$ cat src/design/asrl_pkg.sv
// ----------------------------------------------------------------------------
// asrl_pkg
// Shared constants, codes and types for the stutter looper.
// ----------------------------------------------------------------------------
package asrl_pkg;

  localparam int MAX_FRAMES  = 16384;
  localparam int SAMPLE_BITS = 16;
  localparam int CHANNELS    = 2;

  localparam int BUF_W      = 15;
  localparam int START_W    = 14;
  localparam int END_W      = 15;
  localparam int CFG_IDX_W  = 2;
  localparam int CFG_DATA_W = 15;

  localparam logic [BUF_W-1:0]   BUF_RESET   = 15'd16384;
  localparam logic [START_W-1:0] START_RESET = 14'd0;
  localparam logic [END_W-1:0]   END_RESET   = 15'd16384;

  localparam logic [CFG_IDX_W-1:0] REG_BUFFER_FRAMES = 2'd0;
  localparam logic [CFG_IDX_W-1:0] REG_REPEAT_START  = 2'd1;
  localparam logic [CFG_IDX_W-1:0] REG_REPEAT_END    = 2'd2;

  localparam logic [1:0] KIND_TICK       = 2'd0;
  localparam logic [1:0] KIND_ACTIVATE   = 2'd1;
  localparam logic [1:0] KIND_DEACTIVATE = 2'd2;

  localparam logic [1:0] MODE_PASS = 2'd0;
  localparam logic [1:0] MODE_REC  = 2'd1;
  localparam logic [1:0] MODE_REP  = 2'd2;

  // per-item info handed from control to the output stage
  typedef struct packed {
    logic       mem_sel;
    logic [1:0] mode;
  } tick_info_t;

  // store access request
  typedef struct packed {
    logic wr;
    logic rd;
  } mem_req_t;

endpackage

$ cat src/design/asrl_ctrl.sv
// ----------------------------------------------------------------------------
// asrl_ctrl
// Config registers, mode and play head; issues store accesses per item.
// ----------------------------------------------------------------------------
module asrl_ctrl #(
  parameter int MaxFrames = asrl_pkg::MAX_FRAMES,
  parameter int AddrW     = $clog2(MaxFrames)
) (
  input  logic                               clk_i,
  input  logic                               rst_ni,
  input  logic                               cfg_we_i,
  input  logic [asrl_pkg::CFG_IDX_W-1:0]     cfg_index_i,
  input  logic [asrl_pkg::CFG_DATA_W-1:0]    cfg_data_i,
  input  logic                               accept_i,
  input  logic [1:0]                         kind_i,
  output logic                               tick_o,
  output asrl_pkg::tick_info_t               info_o,
  output asrl_pkg::mem_req_t                 req_o,
  output logic [AddrW-1:0]                   addr_o
);
  import asrl_pkg::*;

  localparam int HeadW = $clog2(MaxFrames + 1);
  localparam int CmpW  = (HeadW > BUF_W) ? HeadW : BUF_W;

  logic [BUF_W-1:0]   buf_q;
  logic [START_W-1:0] start_q;
  logic [END_W-1:0]   end_q;
  logic [1:0]         mode_q, mode_d;
  logic [HeadW-1:0]   head_q, head_d;

  logic [CmpW-1:0] eff_buf, eff_end, eff_start, head_x, rd_idx, next_head;
  logic            mem_sel;

  always_ff @(posedge clk_i or negedge rst_ni) begin
    if (!rst_ni) begin
      buf_q   <= BUF_RESET;
      start_q <= START_RESET;
      end_q   <= END_RESET;
    end else if (cfg_we_i) begin
      unique case (cfg_index_i)
        REG_BUFFER_FRAMES: buf_q   <= cfg_data_i[BUF_W-1:0];
        REG_REPEAT_START:  start_q <= cfg_data_i[START_W-1:0];
        REG_REPEAT_END:    end_q   <= cfg_data_i[END_W-1:0];
        default: ;
      endcase
    end
  end

  // section bounds, saturated
  always_comb begin
    eff_buf = CmpW'(buf_q);
    if (eff_buf == '0) eff_buf = CmpW'(1);
    if (eff_buf > CmpW'(MaxFrames)) eff_buf = CmpW'(MaxFrames);
    eff_end = CmpW'(end_q);
    if (eff_end == '0) eff_end = CmpW'(1);
    if (eff_end > eff_buf) eff_end = eff_buf;
    eff_start = CmpW'(start_q);
    if (eff_start > eff_end - CmpW'(1)) eff_start = eff_end - CmpW'(1);
  end

  assign head_x = CmpW'(head_q);

  always_comb begin
    mode_d  = mode_q;
    head_d  = head_q;
    req_o   = '0;
    rd_idx  = head_x;
    mem_sel = 1'b0;
    tick_o  = 1'b0;
    if (accept_i) begin
      unique case (kind_i)
        KIND_ACTIVATE: begin
          head_d = '0;
          mode_d = MODE_REC;
        end
        KIND_DEACTIVATE: begin
          mode_d = MODE_PASS;
        end
        KIND_TICK: begin
          tick_o = 1'b1;
          unique case (mode_q)
            MODE_REC: begin
              if (head_x >= eff_buf) begin
                rd_idx  = eff_start;
                req_o.rd = 1'b1;
                mem_sel = 1'b1;
                mode_d  = MODE_REP;
              end else begin
                req_o.wr = 1'b1;
              end
              head_d = next_head[HeadW-1:0];
            end
            MODE_REP: begin
              if (head_x >= eff_end) rd_idx = eff_start;
              req_o.rd = 1'b1;
              mem_sel  = 1'b1;
              head_d   = next_head[HeadW-1:0];
            end
            default: ;
          endcase
        end
        default: ;
      endcase
    end
  end

  assign next_head    = rd_idx + CmpW'(1);
  assign addr_o       = rd_idx[AddrW-1:0];
  assign info_o.mem_sel = mem_sel;
  assign info_o.mode    = mode_d;

  always_ff @(posedge clk_i or negedge rst_ni) begin
    if (!rst_ni) begin
      mode_q <= MODE_PASS;
      head_q <= '0;
    end else begin
      mode_q <= mode_d;
      head_q <= head_d;
    end
  end

endmodule

$ cat config.mk
export PLATFORM = sky130hd
export DESIGN_NAME = asrl_ctrl
export DESIGN_NICKNAME = d
export VERILOG_FILES = /design/src/design/asrl_pkg.sv /design/src/design/asrl_ctrl.sv
export SDC_FILE = /design/constraint.sdc
export NUM_CORES = 1
export LEC_CHECK = 0
export BUFFER_PORTS_ARGS = -buffer_cell sky130_fd_sc_hd__clkbuf_2
export CORE_MARGIN = 4
export CORE_UTILIZATION = 35
export DETAILED_ROUTE_END_ITERATION = 6
export HOLD_SLACK_MARGIN = 0.15
export PLACE_DENSITY_LB_ADDON = 0.3
export RECOVER_POWER = 100
export SLEW_MARGIN = 15
export SYNTH_ARGS = -nofsm -noshare
export SYNTH_HDL_FRONTEND = slang
export SYNTH_SLANG_ARGS = --single-unit
$ cat constraint.sdc
create_clock -name clk_i -period 25.5 [get_ports clk_i]
set_input_delay 5.1 -clock clk_i [delete_from_list [all_inputs] [get_ports clk_i]]
set_output_delay 5.1 -clock clk_i [all_outputs]
set_load 0.02 [all_outputs]
==> Word-level counts from Yosys, hierarchy flattened <==
Cells that the tools add are included.
{ "totals": {"out_inout_bits": 20, "wordCells": 55, "inputBits": 23, "regBits": 61} }
{ "classes": {"n_reduce_logical": 10, "n_addsub": 2, "n_eq_ne": 7, "muxes": 26, "magnitude_cmp": 5} }
{ "op_table": {"columns": ["operator", "count"], "rows": [
  ["$mux 15", 10],
  ["$pmux 15 s2", 2],
  ["$ge 15x15->1", 2],
  ["$logic_not 15->1", 2],
  ["$add 15x1->15 const B", 1],
  ["$gt 14x15->1", 1],
  ["$gt 15x15->1", 1],
  ["$gt 15x15->1 const B", 1],
  ["$sub 15x1->15 const B", 1],
  ["$mux 2", 5],
  ["$mux 1", 7],
  ["$eq 2x1->1 const B", 3],
  ["$eq 2x2->1 const B", 3],
  ["$pmux 2 s3", 1],
  ["$reduce_and 2->1", 3],
  ["$logic_not 2->1", 2],
  ["$reduce_and 3->1", 1],
  ["$ne 2x2->1 const B", 1],
  ["$pmux 1 s2", 1],
  ["$reduce_bool 2->1", 1],
  ["$reduce_or 2->1", 1]
]} }

==> Depth between registers and ports, before layout <==
Gate-level depths: netlist of the first run.
{ "depth": {"ltp_word": 16, "ltp_mapped": 36, "mapped_depth_nobuf": 33} }

==> Worst setup path before layout of the first run <==
Ideal clock, no wire load.
{ "synth_timing": {"path_kind": "reg-to-output", "from": "reg buf_q[8]", "to": "out addr_o[0]", "arrival_time_ns": 7.101, "stages_incl_launch_ff": 30, "setup_slack_ns": 13.299, "required_ns": 20.400, "n_path_buf": 4, "cell_sequence": "dfrtp_1 -> or4_4 -> or4b_4 -> o21ai_1 -> nand2_1 -> ha_1 -> a2111oi_0 -> o21ai_1 -> o21ai_0 -> a31o_2 -> clkbuf_8 -> buf_2 -> clkbuf_1 -> o21a_1 -> ha_1 -> clkbuf_1 -> nor2b_1 -> and2_1 -> nand2_1 -> xor2_1 -> mux2_2 -> ha_1 -> nand3_1 -> or3_1 -> o32ai_1 -> a211oi_1 -> mux2_2 -> mux2i_1 -> o21ai_0 -> a21boi_0"} }
{ "synth_via": {"elab_chain_len": 13, "elab_cells_between_ends": 16, "classes_between": "1 x add/sub; 5 x order compare; 9 x mux; 1 x reduce/logical"} }
{ "synth_lines": {"columns": ["item", "line_no", "source"], "rows": [
  ["start: declaration", "asrl_ctrl.sv:26", "logic [BUF_W-1:0] buf_q;"],
  ["start signal: assignment", "asrl_ctrl.sv:42", "REG_BUFFER_FRAMES: buf_q <= cfg_data_i[BUF_W-1:0];"],
  ["$logic_not 15->1", "asrl_ctrl.sv:53", "if (eff_buf == '0) eff_buf = CmpW'(1);"],
  ["$mux 15 (*)", "asrl_ctrl.sv:53", null],
  ["$gt 15x15->1", "asrl_ctrl.sv:54", "if (eff_buf > CmpW'(MaxFrames)) eff_buf = CmpW'(MaxFrames);"],
  ["$mux 15 (*)", "asrl_ctrl.sv:54", null],
  ["$gt 15x15->1", "asrl_ctrl.sv:57", "if (eff_end > eff_buf) eff_end = eff_buf;"],
  ["$mux 15", "asrl_ctrl.sv:57", null],
  ["$sub 15x1->15", "asrl_ctrl.sv:59", "if (eff_start > eff_end - CmpW'(1)) eff_start = eff_end - CmpW'(1);"],
  ["$gt 14x15->1", "asrl_ctrl.sv:59", null],
  ["$mux 15", "asrl_ctrl.sv:59", null],
  ["$mux 15 (on tied branches)", "asrl_ctrl.sv:95, asrl_ctrl.sv:84", null],
  ["$pmux 15 s2 (*)", "asrl_ctrl.sv:82", "unique case (mode_q)"],
  ["$mux 15 (*)", "asrl_ctrl.sv:72", "unique case (kind_i)"],
  ["$mux 15 (*)", "asrl_ctrl.sv:71", "if (accept_i) begin"],
  ["end: declaration", "asrl_ctrl.sv:19", "output logic [AddrW-1:0] addr_o"]
]} }
Every way passes the cells marked *; elsewhere a longest branch is shown, timed or not.

==> Worst setup path after layout of the first run <==
{ "layout_timing": {"from": "reg buf_q[3]", "to": "out addr_o[7]"} }
Same word-level chain as after synthesis.

==> results of run 1 <==
==> registers in the layout, summed over array words and instances (netlist names) <==
name	cells
mode_q	2
end_q	15
start_q	14
buf_q	15
head_q	15
==> power breakdown <==
| group | switching (mW) | internal (mW) |
|---|---|---|
| sequential | 0.0286 | 0.114 |
| combinational | 0.175 | 0.117 |
| clock | 0.0500 | 0.0860 |
| total | 0.253 | 0.317 |
==> path summary, 6_finish.rpt <==
path,startpoint,end,slack (ns),cells past startpoint
min in group asynchronous,rst_ni,start_q[6]$_DFFE_PN0P_,5.94,2
max in group asynchronous,rst_ni,mode_q[1]$_DFF_PN0_,17.71,2
hold / removal,head_q[0]$_DFFE_PN0P_,head_q[0]$_DFFE_PN0P_,0.56,2
setup reg to reg,buf_q[3]$_DFFE_PN0P_,head_q[12]$_DFFE_PN0P_,15.02,32
hold reg to reg,head_q[0]$_DFFE_PN0P_,head_q[0]$_DFFE_PN0P_,0.56,2
setup / recovery,buf_q[3]$_DFFE_PN0P_,addr_o[7],11.20,28
==> layer usage <==
metal  part of all wire  track usage  up-vias
met3              0.062       0.0481       16
met4              0.014       0.0509        0
li1                   -            -     2286
met5                  0            0        -
met1               0.47        0.253     2386
met2               0.45        0.293      137
==> cells in the mapped netlist (13+ instances only) <==
master and number:
ha_1 63, dfrtp_1 59, nand2_1 51, mux2_2 49
nor2_1 39, a21oi_1 38, inv_1 32, o21ai_0 28
clkbuf_1 23, mux2i_1 16, xnor2_1 14, nand3_1 13
==> worst max-delay path: cells and delay by family (launching register included) <==
kind | cells | cell delay (ns)
compound gates | 9 | 2.93
simple gates | 11 | 2.87
fa+ha+maj | 3 | 1.05
mux | 2 | 1.05
flops | 1 | 0.44
buf+inv | 2 | 0.32
xor+xnor | 1 | 0.17
==> cells by family (layout without fill, tap and decap cells) <==
group	Yosys count	after routing	share of synthesized area
xor+xnor	20	20	0.0312
mux	66	66	0.130
buf+inv	68	93	0.0623
fa+ha+maj	63	63	0.141
flops	61	61	0.273
compound gates	156	156	0.194
simple gates	175	175	0.169
==> through the flow <==
step	instances	total power, mW	utilization
after detailed placement	834	0.435	0.373
after global routing	850	0.613	0.388
after global placement	834	0.429	0.373
after floorplan	609	0.362	-
after CTS	850	0.574	0.394
final	850	0.570	0.388
==> cell type report <==
class	instances	area share
Clock buffer	9	0.0368
Clock inverter	7	0.0159
Sequential cell	61	0.250
Timing Repair Buffer	45	0.0329
Tap cell	216	0.0442
Multi-Input combinational cell	480	0.601
Inverter	32	0.0196
==> results.sh, run 1 <==
export IMPL_finalCritPeriodShare=0.561
export IMPL_status="complete, but fails checks"
export IMPL_holdCritPathClass="reg2reg"
export IMPL_grt_max_degree=62
export IMPL_drt_iter0_markers=375
export IMPL_layout_commonest_cell="ha_1"
export IMPL_slew_violations=62
export IMPL_die_x_um=135
export IMPL_die_area_um2=18100
export IMPL_grt_overflow=0
export IMPL_worst_slew_pin_slew_ns=3.27
export IMPL_fin_ws_ns=11.20
export IMPL_gp_congestion=0.919
export IMPL_cts_tree="built"
export IMPL_maxSlewHeadroom=-1.18
export IMPL_power_leakage_nw=2.65
export IMPL_num_antenna_cells=0
export IMPL_synth_top_area_frac=0.263
export IMPL_synth_cells=609
export IMPL_register_area_um2=1530
export IMPL_ys_flop_type="dfrtp_1"
export IMPL_grtUsageTotal=0.186
export IMPL_num_fill_cells=1621
export IMPL_ios=43
export IMPL_vias_per_cell=5.68
export IMPL_clock_root_buffer="clkbuf_16"
export IMPL_ctsResizeCount=0
export IMPL_pre_cts_ws_ns=12.31
export IMPL_drt_first_pass_iters=5
export IMPL_path_max_fanout=24
export IMPL_cts_setup_buffers=0
export IMPL_rsz0062_at_grt="false"
export IMPL_crit_type="reg2out"
export IMPL_power_density_nw_per_um2=93.2
export IMPL_initial_core_util=0.356
export IMPL_maxCapViolCount=1
export IMPL_synth_top_cell_by_area="dfrtp_1"
export IMPL_cts_max_level=3
export IMPL_ctsLongestPathBuffers=2
export IMPL_detailroute_via_count=4825
export IMPL_violations="max-capacitance violations, max-slew violations"
export IMPL_grt_pass1_vias=4814
export IMPL_synthArstFlopShare=1.00
export IMPL_skew_ns=0.0140
export IMPL_setup_violations_final=0
export IMPL_worst_skew_pair_late_latency_ns=0.35
export IMPL_die_h_um=135
export IMPL_final_nets=715
export IMPL_drive_above_1_share=0.177
export IMPL_crit_arrival_ns=9.20
export IMPL_ys_types=76
export IMPL_area_delta_synth_final_pct=9.17
export IMPL_rows=46
export IMPL_end_kind="output port"
export IMPL_ys_seq_elements=61
export IMPL_min_period_ns=14.30
export IMPL_hold_viol=0
export IMPL_dpl_cell_area_um2=5890
export IMPL_synth_warnings=0
export IMPL_syn_nets=695
export IMPL_holdBufCountCts=0
export IMPL_synth_edf_count=0
export IMPL_cp_start_kind="flop"
export IMPL_wl_per_cell_um=19.3
export IMPL_syn_area_per_cell_um2=9.21
export IMPL_path_common_cell="nand2_1"
export IMPL_yosysSeqAreaShare=0.273
export IMPL_netlist_area_um2=5610
export IMPL_finish_instance_area_um2=6120
export IMPL_antenna_found_initial=0
export IMPL_dp_final_hpwl_um=13200
export IMPL_timing_hold_ws_ns=0.561
export IMPL_critPathSlowestCell="a31o_1"
export IMPL_drc_errors=0
export IMPL_synth_area_leaders="dfrtp_1, ha_1, mux2_2"
export IMPL_ir_drop_mv=0.0491
export IMPL_final_cell_mix="ha_1, dfrtp_1, nand2_1"
export IMPL_multiInputGateArea_um2=3680
export IMPL_cts_num_sinks=61
export IMPL_worstPathRequired_ns=20.40
export IMPL_grt_pass1_wl_um=26200
export IMPL_slowest_delay_ns=0.89
export IMPL_cts_buffers=9
export IMPL_setup_tns_ns=0
export IMPL_drt_wl_total_um=16400
export IMPL_port_buffers=42
export IMPL_core_area_um2=15800
export IMPL_clock_fmax_mhz=69.9
export IMPL_antenna_left=0
export IMPL_clk_pin_slew_ns=0.07
No activity file was read; power rests on OpenSTA's default activity.
==> run 2: changes to the inputs <==
==> constraint.sdc (replaced) <==
create_clock -name clk_i -period 14.4 [get_ports clk_i]
set_input_delay 2.88 -clock clk_i [delete_from_list [all_inputs] [get_ports clk_i]]
set_output_delay 2.88 -clock clk_i [all_outputs]
set_load 0.02 [all_outputs]
==> run 2 against run 1 <==
  * Clock power increased by 65%
  * Non-clock buffer count increased by 1
  * Clock-buffer cell count increased by 1
  * Register-to-register slack got worse by 11 ns
  * Final cell count increased by 0.12%
  * Wire length increased by 0.69%
  * Worst hold slack got worse by 0.0068 ns
  * Final area decreased by 0.27%
  * Sequential power increased by 76%
  * Setup slack got worse by 8.8 ns
  * The flow still finishes with violations (max-capacitance violations, max-slew violations)
  * Flip-flop and latch count unchanged
  * Die area unchanged
  * Critical path type unchanged
  * Largest power group unchanged
==> results.sh, run 2 (synthesized netlist as in run 1, its figures left out) <==
export IMPL_ctsLongestPathBuffers=2
export IMPL_skew_ns=0.0107
export IMPL_finalCritPeriodShare=0.835
export IMPL_worst_skew_pair_late_latency_ns=0.35
export IMPL_die_area_um2=18100
export IMPL_hold_viol=0
export IMPL_hold_path_cell_count=2
export IMPL_r2r_setup_slack_ns=3.91
export IMPL_power_switching_mw=0.440
export IMPL_top_layer_used="met4"
export IMPL_wl_met3_um=1110
export IMPL_gp_congestion=0.900
export IMPL_drt_wl_total_um=16600
export IMPL_intPower_mw=0.548
export IMPL_port_buffers=42
export IMPL_maxSlewHeadroom=-1.26
export IMPL_clock_root_buffer="clkbuf_16"
export IMPL_wl_per_cell_um=19.5
export IMPL_drt_met1_wl_um=7520
export IMPL_holdCritPathClass="reg2reg"
export IMPL_die_x_um=135
export IMPL_cts_setup_buffers=0
export IMPL_dpl_cell_area_um2=5890
export IMPL_vias_per_cell=5.68
export IMPL_p_seq_frac=0.255
export IMPL_cp_start_kind="flop"
export IMPL_ios=43
export IMPL_r2r_cells=32
export IMPL_setup_violations_final=0
export IMPL_violations="max-capacitance violations, max-slew violations"
export IMPL_worstPathRequired_ns=11.52
export IMPL_crit_type="reg2out"
export IMPL_finish_instance_area_um2=6100
export IMPL_top_regs="buf_q x15, end_q x15, head_q x15"
export IMPL_worstHoldStart="head_q[0]$_DFFE_PN0P_"
export IMPL_min_to="head_q[0]$_DFFE_PN0P_"
export IMPL_cts_max_level=3
export IMPL_power_density_nw_per_um2=162
export IMPL_core_area_um2=15800
export IMPL_drive_above_1_share=0.178
export IMPL_die_h_um=135
export IMPL_drc_errors=0
export IMPL_rsz0062_at_grt="false"
export IMPL_maxCapViolCount=1
export IMPL_rr_startpoint="buf_q[8]$_DFFE_PN0P_"
export IMPL_r2r_end="head_q[14]$_DFFE_PN0P_"
export IMPL_ctsResizeCount=0
export IMPL_dp_final_hpwl_um=13200
export IMPL_initial_core_util=0.356
export IMPL_rows=46
export IMPL_grt_overflow=0
export IMPL_grtUsageTotal=0.187
export IMPL_num_fill_cells=1646
export IMPL_fin_util=0.387
export IMPL_num_antenna_cells=0
export IMPL_area_delta_synth_final_pct=8.88
export IMPL_cts_buffers=9
export IMPL_holdBufCountCts=0
export IMPL_grt_max_degree=62
export IMPL_cts_tree="built"
export IMPL_cp_top_family="compound AO/OA/AOI/OAI gates"
export IMPL_slowest_delay_ns=0.91
export IMPL_antenna_found_initial=0
export IMPL_ir_drop_mv=0.0838
export IMPL_path_common_cell="nand2_1"
export IMPL_clkPwrFrac=0.228
export IMPL_grt_pass1_vias=4711
export IMPL_clock_fmax_mhz=83.2
export IMPL_critPathSlowestCell="a31o_1"
export IMPL_grt_pass1_wl_um=26100
export IMPL_worst_slew_pin_slew_ns=3.39
export IMPL_slew_violations=62
export IMPL_setup_tns_ns=0
export IMPL_power_leakage_nw=2.66
export IMPL_crit_arrival_ns=9.15
export IMPL_critical_path_buf_inv_count=1
export IMPL_p_comb_frac=0.517
export IMPL_drt_iter0_markers=344
export IMPL_path_max_fanout=24
export IMPL_final_nets=716
export IMPL_drt_first_pass_iters=5
export IMPL_layout_commonest_cell="ha_1"
export IMPL_status="complete, but fails checks"
export IMPL_end_kind="output port"
export IMPL_cts_num_sinks=61
export IMPL_antenna_left=0
export IMPL_route_met2_wl_um=7530
export IMPL_detailroute_via_count=4831
export IMPL_clk_pin_slew_ns=0.06
export IMPL_min_period_ns=12.03
export IMPL_finalPower_mw=0.988
export IMPL_final_cell_mix="ha_1, dfrtp_1, nand2_1"
export IMPL_sw_frac_of_total=0.445
[run 2: cell types whose count changed in the layout (fill, tap and decap cells not counted), sizes merged]
cell	delta
buf	+1
bufinv	-1
clkbuf	+1
clkinv	+1
inv	-1
[run 2: worst max-delay path by stage]
| stage | start | end | slack [ns] | cells after the start |
|---|---|---|---|---|
| after CTS | buf_q[8]$_DFFE_PN0P_ | addr_o[10] | 3.01 | 28 |
| final | buf_q[8]$_DFFE_PN0P_ | addr_o[9] | 2.37 | 26 |
| after global routing | buf_q[3]$_DFFE_PN0P_ | addr_o[0] | 1.67 | 27 |
| after detailed placement | buf_q[8]$_DFFE_PN0P_ | addr_o[10] | 3.41 | 28 |
| after floorplan | buf_q[8]$_DFFE_PN0P_ | addr_o[0] | 4.42 | 29 |
| after global placement | buf_q[8]$_DFFE_PN0P_ | addr_o[10] | 3.71 | 28 |
[run 2: worst min-delay path: stages (launching register included)]
cell	delay [ns]
dfrtp_1	0.40
nand2_1	0.06
nand2_1	0.06
[run 2: per-stage QoR]
stage | worst slack, ns | cells | hold slack, ns
global route | 1.67 | 851 | 0.581
global placement | 3.71 | 835 | 0.523
floorplan | 4.42 | 609 | 0.487
finish | 2.37 | 851 | 0.554
detailed placement | 3.41 | 835 | 0.532
CTS | 3.01 | 851 | 0.550
[run 2: layout make-up]
| type | instances | area [um^2] | area share |
|---|---|---|---|
| multi-input combinational | 480 | 3660 | 0.600 |
| inverter | 32 | 120 | 0.0197 |
| timing repair buffer | 46 | 214 | 0.0350 |
| clock buffer | 10 | 239 | 0.0391 |
| clock inverter | 6 | 71.3 | 0.0117 |
| sequential | 61 | 1530 | 0.250 |
| tap | 216 | 270 | 0.0443 |
[run 2: power groups by stage]
| stage | clock network (mW) | logic [mW] | registers, mW |
|---|---|---|---|
| after floorplan | 0 | 0.412 | 0.229 |
| after global placement | 0 | 0.506 | 0.252 |
| after detailed placement | 0 | 0.514 | 0.253 |
| after CTS | 0.232 | 0.516 | 0.251 |
| after global routing | 0.239 | 0.571 | 0.256 |
| final | 0.225 | 0.511 | 0.252 |
[run 2: metal layers]
metal / vias to the layer above / global-route usage
met5: - / 0
met4: 0 / 0.0617
met3: 26 / 0.0443
met2: 161 / 0.297
met1: 2353 / 0.250
li1: 2291 / -
